**config.mk**
```make
export PLATFORM = sky130hd
export DESIGN_NAME = lsh_fifo
export DESIGN_NICKNAME = d
export VERILOG_FILES = /design/src/rtl/lsh_pkg.sv /design/src/rtl/lsh_fifo.sv
export SDC_FILE = /design/constraint.sdc
export NUM_CORES = 1
export LEC_CHECK = 0
export BUFFER_PORTS_ARGS = -buffer_cell sky130_fd_sc_hd__buf_4
export CELL_PAD_IN_SITES_DETAIL_PLACEMENT = 0
export CELL_PAD_IN_SITES_GLOBAL_PLACEMENT = 1
export CORE_MARGIN = 3
export CORE_UTILIZATION = 47
export CTS_CLUSTER_SIZE = 40
export DETAILED_ROUTE_END_ITERATION = 8
export PLACE_DENSITY = 0.95
export SETUP_SLACK_MARGIN = 0.2
export SLEW_MARGIN = 20
export SYNTH_ARGS = -nofsm -noshare
export SYNTH_HDL_FRONTEND = slang
export SYNTH_SLANG_ARGS = --single-unit
```
**constraint.sdc**
```tcl
create_clock -name i_clk -period 6.78 [get_ports i_clk]
set_input_delay 1.017 -clock i_clk [delete_from_list [all_inputs] [get_ports i_clk]]
set_output_delay 1.017 -clock i_clk [all_outputs]
set_load 0.02 [all_outputs]
```
**src/rtl/lsh_pkg.sv**
```systemverilog
package lsh_pkg;

    localparam int HIST_BUCKETS_DEF = 32;
    localparam int SAMPLE_BITS_DEF  = 48;
    localparam int QUEUE_DEPTH_DEF  = 2;

    localparam int SAMPLE_W = 48;
    localparam int COUNT_W  = 32;
    localparam int TOTAL_W  = 63;
    localparam int MEAN_W   = 64;
    localparam int M2_W     = 64;
    localparam int BUCKET_W = 5;
    localparam int TALLY_W  = 32;
    localparam int FRAC_W   = 16;
    localparam int HALF_W   = 32;
    localparam int PROD_W   = 2 * MEAN_W;

    localparam int NS_PER_US = 1000;

    localparam int DIV_STEPS = 2;
    localparam int DIV_ITERS = MEAN_W / DIV_STEPS;

endpackage

```
**src/rtl/lsh_fifo.sv**
```systemverilog
module lsh_fifo import lsh_pkg::*; #(
    parameter int DATA_W = SAMPLE_W,
    parameter int DEPTH  = QUEUE_DEPTH_DEF
) (
    input  logic              i_clk,
    input  logic              i_rst_n,
    input  logic              i_push,
    input  logic [DATA_W-1:0] i_data,
    output logic              o_full,
    input  logic              i_pop,
    output logic [DATA_W-1:0] o_data,
    output logic              o_empty
);

    localparam int AW = (DEPTH > 1) ? $clog2(DEPTH) : 1;
    localparam int CW = $clog2(DEPTH + 1);

    logic [DATA_W-1:0] r_mem [DEPTH];
    logic [AW-1:0]     r_wr;
    logic [AW-1:0]     r_rd;
    logic [CW-1:0]     r_cnt;

    logic w_push;
    logic w_pop;

    assign o_full  = (r_cnt == CW'(DEPTH));
    assign o_empty = (r_cnt == '0);
    assign w_push  = i_push && !o_full;
    assign w_pop   = i_pop && !o_empty;
    assign o_data  = r_mem[r_rd];

    always_ff @(posedge i_clk) begin
        if (!i_rst_n) begin
            r_wr  <= '0;
            r_rd  <= '0;
            r_cnt <= '0;
        end else begin
            if (w_push) begin
                r_wr <= (r_wr == AW'(DEPTH - 1)) ? '0 : r_wr + 1'b1;
            end
            if (w_pop) begin
                r_rd <= (r_rd == AW'(DEPTH - 1)) ? '0 : r_rd + 1'b1;
            end
            if (w_push && !w_pop) begin
                r_cnt <= r_cnt + 1'b1;
            end else if (w_pop && !w_push) begin
                r_cnt <= r_cnt - 1'b1;
            end
        end
    end

    always_ff @(posedge i_clk) begin
        if (w_push) begin
            r_mem[r_wr] <= i_data;
        end
    end

endmodule

```
==> metrics <==
setup violators final 0; setup TNS 0 ns; Post-Syn Nets 227; register area share after synthesis 0.807; Post-DP Area approximately 4600 µm²; # clock sinks 101; final hold vios 0; root buffer cell clkbuf_8; n_diodes 0; RSZ-0062 raised after global routing false; DIE AREA 8970 µm²; Power Dens Cells 370 nW/µm²; height of the die 94.7 µm; Net Switching ~0.00052 W; Hold WC Path Type reg2reg; leakage 1.77 nW; Cell Int Power between 0.001 and 0.0015 W; Slew Limit Fails 0; Worst setup EP type primary output; Reg clk slew, reported paths 0.09 ns; clk_lat worst skew between 0.3 and 0.4 ns; most frequent cells in the layout buf_4, edfxtp_1, mux2_2; Worst slew margin 0.560; Setup WS post-layout 4.03 ns; Synth area leader edfxtp_1; Post-synth EDFFs 96; status complete, no violations; WS Path Type reg2out; first-pass GRT wire length 9490 µm; GRT Residual Overflow 0; largest net degree at the start of global routing 49; final period utilization 0.405; crit-path max FO 48; drt drc 0; I/O pin count approximately 100; Multi-input gate area 678 µm²; Die W 94.7 µm; r2r setup slk 4.83 ns; Flop pwr share 0.479; most common cell after layout, fill and taps aside buf_4; cts bufs inserted 9; top cell type's share of synthesized area 0.780; Worst setup SP type flip-flop; First DRT Iteration DRCs 76; PostCTS Resize Cnt 0; GRT Total Usage 0.143; layout cell share with drive strength beyond 1 0.573; switching share of power 0.292; placed wire-length estimate 4090 µm; pre-CTS setup slack 3.84 ns; Bufs and invs on worst path 1; Register Area approximately 3000 µm²; Placed Cells 370; WP data required 5.76 ns; worst path cell trace mux2_2, buf_4; fmax between 0.3 and 0.4 GHz; # rows 31; number of global-route vias before repair 1894; Port Buffers 101; CTS max path bufs 2; Max stage delay on crit path 0.78 ns; WP data arrival 1.73 ns; Cell variety after synth 23; via count 1847; minimum clock period 2.75 ns; fill count 548; initial core utilization 0.496; routability cong. 0.689; Nets 336; slowest CP cell dfxtp_4; Mapped Cells 174; Worst-Margin Slew approximately 0.66 ns; Synth Cell Area 3700 µm²; Warnings, synthesis 0; Finished Layout Cells 387; top cell family by delay on the critical path flip-flops; fin area 4780 µm²; Area growth, synth to finish 29.4%; mean post-synth cell area 21.2 µm²; final core occ 0.642; skew final 0.00819 ns; wire per inst 16.0 µm; final WL 6200 µm; maxcap violations 0; DRT antenna net count 0; post-synthesis register bit count between 100 and 150; Synth Flop Type edfxtp_1; CTS tree built; largest cells by area after synthesis edfxtp_1, mux2_2, dfxtp_1, buf_6, mux2_1; H-tree level count 3; hold buffer count at cts 0; clock share of power 0.222; initial antenna violation count 0; first-pass iteration count of the detailed router 4; Via density about 4.8; maximum VDD drop ~0.19 mV; asr flop ratio synth 0; core area 7450 µm²; Combinational Power Share 0.299; Post-CTS Setup Repair Bufs 0
## synthesized netlist by cell type, drive strengths merged (2+ instances only)
| cell type | n |
|---|---|
| mux2 | 48 |
| dfxtp | 5 |
| xnor2 | 2 |
| a21boi | 2 |
| buf | 5 |
| and2 | 3 |
| o21ai | 2 |
| inv | 2 |
| nor2 | 2 |
| edfxtp | 96 |
## per-stage QoR
step,hold slack [ns],total power (W)
floorplan,0.483,0.00118
global placement,0.506,0.00138
detailed placement,0.520,0.00139
CTS,0.537,0.00179
global route,0.567,0.00185
finish,0.537,0.00177
## path summary, 6_finish.rpt
path / startpoint / to / cells past startpoint
worst max-delay path: flip-flop / o_data[43] / 2
worst min-delay path: r_cnt[1] / r_cnt[1] / 2
worst max register to register: r_cnt[0] / r_mem[0][35] / 5
worst min register to register: r_cnt[1] / r_cnt[1] / 2
## state kept, by name (all words and copies together), names as in the netlist, named ones only
| signal | cells |
|---|---|
| r_cnt | 2 |
| r_mem | 96 |
| r_rd | 1 |
| r_wr | 1 |
## metal layers
metal	track usage	wire, µm	up-vias
li1	-	-	896
met1	0.185	2660	879
met2	0.217	3030	66
met4	0.0577	44	0
met3	0.0558	467	6
met5	0	0	-
## power groups by stage
stage	logic, W	clock network, W	registers [W]
floorplan	0.000361	0	0.000819
global placement	0.000525	0	0.000859
detailed placement	0.000530	0	0.000864
CTS	0.000533	0.000403	0.000850
global route	0.000564	0.000426	0.000861
finish	0.000528	0.000393	0.000848
## worst reg2reg max path, delay by kind of cell, from the launching register on
kind | cells | cell delay (ns)
flops | 1 | 0.42
simple gates | 2 | 0.53
buf+inv | 3 | 0.67
## cell type report
type                            instances  area share
Inverter                                2     0.00157
Tap cell                               99      0.0259
Clock inverter                          5      0.0157
Clock buffer                           11      0.0275
Sequential cell                       101       0.624
Timing Repair Buffer                  103       0.163
Multi-Input combinational cell         66       0.142
## cells by family after synthesis
logic type	share of synthesized area
flip-flops	0.807
multiplexers	0.146
AND/OR/NAND/NOR	0.0149
buffers and inverters	0.0129
AO/OA/AOI/OAI	0.00880
XOR/XNOR	0.00711
adder cells (fa/ha/maj)	0.00338
No activity file was read; power rests on OpenSTA's default activity.
