### config.mk
export PLATFORM = sky130hd
export DESIGN_NAME = lsh_front
export DESIGN_NICKNAME = d
export VERILOG_FILES = /design/src/rtl/lsh_pkg.sv /design/src/rtl/lsh_front.sv
export SDC_FILE = /design/constraint.sdc
export NUM_CORES = 1
export LEC_CHECK = 0
export ABC_AREA = 1
export BUFFER_PORTS_ARGS = -buffer_cell sky130_fd_sc_hd__buf_2
export CAP_MARGIN = 20
export CORE_AREA = 2 2 83 85
export DETAILED_ROUTE_END_ITERATION = 10
export DIE_AREA = 0 0 85 87
export PLACE_DENSITY = 0.76
export SLEW_MARGIN = 20
export SYNTH_ARGS = -nofsm -noshare
export SYNTH_HDL_FRONTEND = slang
export SYNTH_SLANG_ARGS = --single-unit
### constraint.sdc
create_clock -name i_clk -period 8.2 [get_ports i_clk]
set_input_delay 0.41 -clock i_clk [delete_from_list [all_inputs] [get_ports i_clk]]
set_output_delay 0.41 -clock i_clk [all_outputs]
set_load 0.01 [all_outputs]
### src/rtl/lsh_pkg.sv
package lsh_pkg;

    localparam int HIST_BUCKETS_DEF = 32;
    localparam int SAMPLE_BITS_DEF  = 48;
    localparam int QUEUE_DEPTH_DEF  = 2;

    localparam int SAMPLE_W = 48;
    localparam int COUNT_W  = 32;
    localparam int TOTAL_W  = 63;
    localparam int MEAN_W   = 64;
    localparam int M2_W     = 64;
    localparam int BUCKET_W = 5;
    localparam int TALLY_W  = 32;
    localparam int FRAC_W   = 16;
    localparam int HALF_W   = 32;
    localparam int PROD_W   = 2 * MEAN_W;

    localparam int NS_PER_US = 1000;

    localparam int DIV_STEPS = 2;
    localparam int DIV_ITERS = MEAN_W / DIV_STEPS;

endpackage

### src/rtl/lsh_front.sv
module lsh_front import lsh_pkg::*; #(
    parameter int HIST_BUCKETS = HIST_BUCKETS_DEF,
    parameter int SW           = SAMPLE_W,
    parameter int BW           = $clog2(HIST_BUCKETS_DEF)
) (
    input  logic               i_clk,
    input  logic               i_rst_n,
    input  logic               i_push,
    input  logic [SAMPLE_W-1:0] i_sample_ns,
    output logic               o_full,
    output logic               o_q_push,
    output logic [SW+BW-1:0]   o_q_data,
    input  logic               i_q_full
);

    localparam int THR_W = SW + $clog2(NS_PER_US) + HIST_BUCKETS;

    logic          r_valid;
    logic [SW-1:0] r_sample;
    logic [BW-1:0] r_bucket;

    logic [SW-1:0]    w_sample;
    logic [THR_W-1:0] w_ext;
    logic [BW-1:0]    n_bucket;
    logic             w_accept;

    assign w_sample = i_sample_ns[SW-1:0];
    assign w_ext    = THR_W'(w_sample);

    // bucket b >= 1 starts at 1000 << b ns; bucket 0 holds everything below 2000 ns
    always_comb begin
        n_bucket = '0;
        for (int b = 1; b < HIST_BUCKETS; b++) begin
            if (w_ext >= (THR_W'(NS_PER_US) << b)) begin
                n_bucket = BW'(b);
            end
        end
    end

    assign o_full   = r_valid && i_q_full;
    assign w_accept = i_push && !o_full;
    assign o_q_push = r_valid && !i_q_full;
    assign o_q_data = {r_bucket, r_sample};

    always_ff @(posedge i_clk) begin
        if (!i_rst_n) begin
            r_valid <= 1'b0;
        end else if (w_accept) begin
            r_valid <= 1'b1;
        end else if (o_q_push) begin
            r_valid <= 1'b0;
        end
    end

    always_ff @(posedge i_clk) begin
        if (w_accept) begin
            r_sample <= w_sample;
            r_bucket <= n_bucket;
        end
    end

endmodule

==> results.toml <==
[yosys]
postSynthNetCount = 348
ys_seq_area_share_pct = 57.27
syn_inst = 296
synth.avg_cell_area_um2 = 9.507
yosys.area.top_type_share_pct = 56.56
syn-cell-area_mm2 = 0.002814
synth_warnings = 0
yosysTopAreaCell = "edfxtp_1"
ys_seq_elements = 54
synth_cell_type_count = 32
synthTopCellsByArea = "edfxtp_1 57%, nand2_1 9.3%, nor2_1 5.3%"

[cts]
holdBufCountCts = 0
cts_setup_buffers = 0
path_clk_slew_ns = 0.09
cts_root_buf = "clkbuf_8"
numCtsBuffers = 5
cts_max_path_buffers = 2
cts_tree = "built"
cts_sinks = 54
cts_htree_levels = 2
clock_latency_ns = 0.31
cts_resized = 0

[drt]
vias_per_cell = 5.008
drt_iter0_markers = 137
via_count = 2459
drt_wl_total_um = 6538
firstDrtPassIters = 4
wl_per_cell_um = 13.32
ant_nets = 0
drc_errors = 0

[critical_path]
crit_path_max_incr_delay_ns = 0.19
arrival_ns = 2.65
worstSetupPathType = "primary input to register"
crit_top_cell = "nand2_1"
required_ns = 8.27
crit_path_start_kind = "primary input"
cpMaxStageDelayCell = "nor2_4"
worst-r2r-setup-slack_ns = 6.70
crit_fanout = 9
worst_setup_path_end_kind = "register"

[finish]
layout_commonest_cell = "buf_2"
area_growth_pct = 26.86
layout_common_cells = "106 x buf_2, 70 x nand2_1, 53 x edfxtp_1, 39 x inv_1, 39 x nor2_1"
final_nets = 462
n_antenna_cell = 0
drive_above_1_share_pct = 35.52

[global_route]
grt_pass1_vias = 2381
grt_overflow = 0
grt_max_degree = 53
antenna_found_initial = 0
grt_usage_pct = 17.90
grt_pass1_wl_um = 10700

[timing]
fin_ws_ns = 5.628
finalHoldViolCount = 0
clock_skew_ns = 0.008908
setup_viol = 0
final.setup.tns_ns = 0
fin_crit_ns = 2.572
worstMarginPinSlew_ns = 0.7657
relSlewSlack_pct = 48.29
rsz0062_at_grt = "false"
post-route-period-util_pct = 31.37
max_freq_mhz = 388.8
drv_slew = 0

[power]
power_frac_comb_pct = 13.4
switching_share_pct = 23.93
leakage_uw = 0.001480
intPower_uw = 432.3
clock_power_share_pct = 29.7
vdd_ir_drop_max_mv = 0.08711
power_frac_seq_pct = 57.0
p_sw_uw = 136.0
p_per_area_mw_per_mm2 = 159.2

[floorplan]
dieArea_mm2 = 0.007395
rows = 30
chipWidth_um = 85
die_y_um = 87
io_pins = 107
start_util_pct = 42.84
core_mm2 = 0.006569

[min_path]
hold_path_class = "primary input to register"

[placed_design]
dp_hpwl_um = 5128
pre_cts_ws_ns = 5.328
portBuffers = 106
gp_congestion = 0.8773

[flow_run]
cap_violations = 0

[status]
status = "complete, no violations"
[critical path: cells and delay by family]
family,cells,cell delay [ns]
buffers and inverters,1,0.10
and+or+nand+nor,32,2.13
[cell type report]
cell class                      count  area, um^2
Inverter                           43       175.2
Clock buffer                        8       110.1
Multi-Input combinational cell    199        1035
Fill cell                         602        2999
Timing Repair Buffer              107       538.0
Sequential cell                    54        1612
Tap cell                           80       100.1
[path summary, 6_finish.rpt]
check	start	to	depth (start not counted)
worst min-delay path	i_sample_ns[3]	r_sample[3]	1
worst max register to register	r_valid	r_sample[44]	4
worst min register to register	r_valid	r_valid	2
worst max-delay path	i_sample_ns[45]	r_bucket[0]	33
[kinds of logic (layout without fill, tap and decap cells)]
logic type / after synthesis / after routing / synth area share [%]
and+or+nand+nor: 158 / 158 / 26.37
DFF: 54 / 54 / 57.27
buffers and inverters: 43 / 158 / 6.225
AOI/OAI and AO/OA: 41 / 41 / 10.14
[sequential cells by signal, summed over array words and instances (netlist names)]
| name | flops |
|---|---|
| r_valid | 1 |
| r_sample | 48 |
| r_bucket | 5 |
[cell usage after synthesis]
| cell | count |
|---|---|
| nor2_1 | 40 |
| nor3_1 | 7 |
| a21oi_2 | 1 |
| a21boi_0 | 2 |
| dfxtp_1 | 1 |
| o311ai_0 | 1 |
| nor2_2 | 10 |
| edfxtp_1 | 53 |
| nand4_1 | 4 |
| a311oi_2 | 1 |
| bufinv_8 | 1 |
| nand2_4 | 2 |
| a41oi_1 | 1 |
| o41ai_1 | 1 |
| a21oi_1 | 11 |
| a211oi_1 | 7 |
| nand3_1 | 8 |
| inv_2 | 3 |
| o21ai_0 | 5 |
| o2111a_1 | 1 |
| a211o_1 | 1 |
| nand2_2 | 4 |
| a2111oi_0 | 3 |
| nand2_1 | 70 |
| o21ai_1 | 1 |
| nor3_2 | 2 |
| a311oi_1 | 1 |
| nor2_4 | 6 |
| inv_1 | 39 |
| nor4_1 | 5 |
| a31oi_1 | 2 |
| o31ai_1 | 2 |
[power groups by stage]
stage	combinational (uW)	sequential [uW]	clock, uW
floorplan	24.6	340	0
global placement	74.7	330	0
detailed placement	76.2	330	0
CTS	76.5	324	174
global route	84.1	325	184
finish	76.0	324	169
[per-layer routing]
layer	routed length, um	track usage (%)	vias to the layer above	part of all wire (%)
met3	410	3.697	9	6.3
li1	-	-	1241	-
met1	2838	23.29	1133	43
met4	87	5.772	0	1.3
met2	3201	30.04	76	49
met5	0	0	-	0
[through the flow]
step | hold slack, ns | utilization [%] | instance area, um^2 | instances | total power, uW
floorplan | 0.4629 | - | 2814 | 296 | 364.5
global placement | 0.4767 | 52.67 | 3460 | 483 | 404.4
detailed placement | 0.4799 | 52.67 | 3460 | 483 | 406.4
CTS | 0.2627 | 54.34 | 3570 | 491 | 574.3
global route | 0.2572 | 54.34 | 3570 | 491 | 593.8
finish | 0.2706 | 54.34 | 3570 | 491 | 568.2
Note: power is estimated with default switching activity, not from simulation.
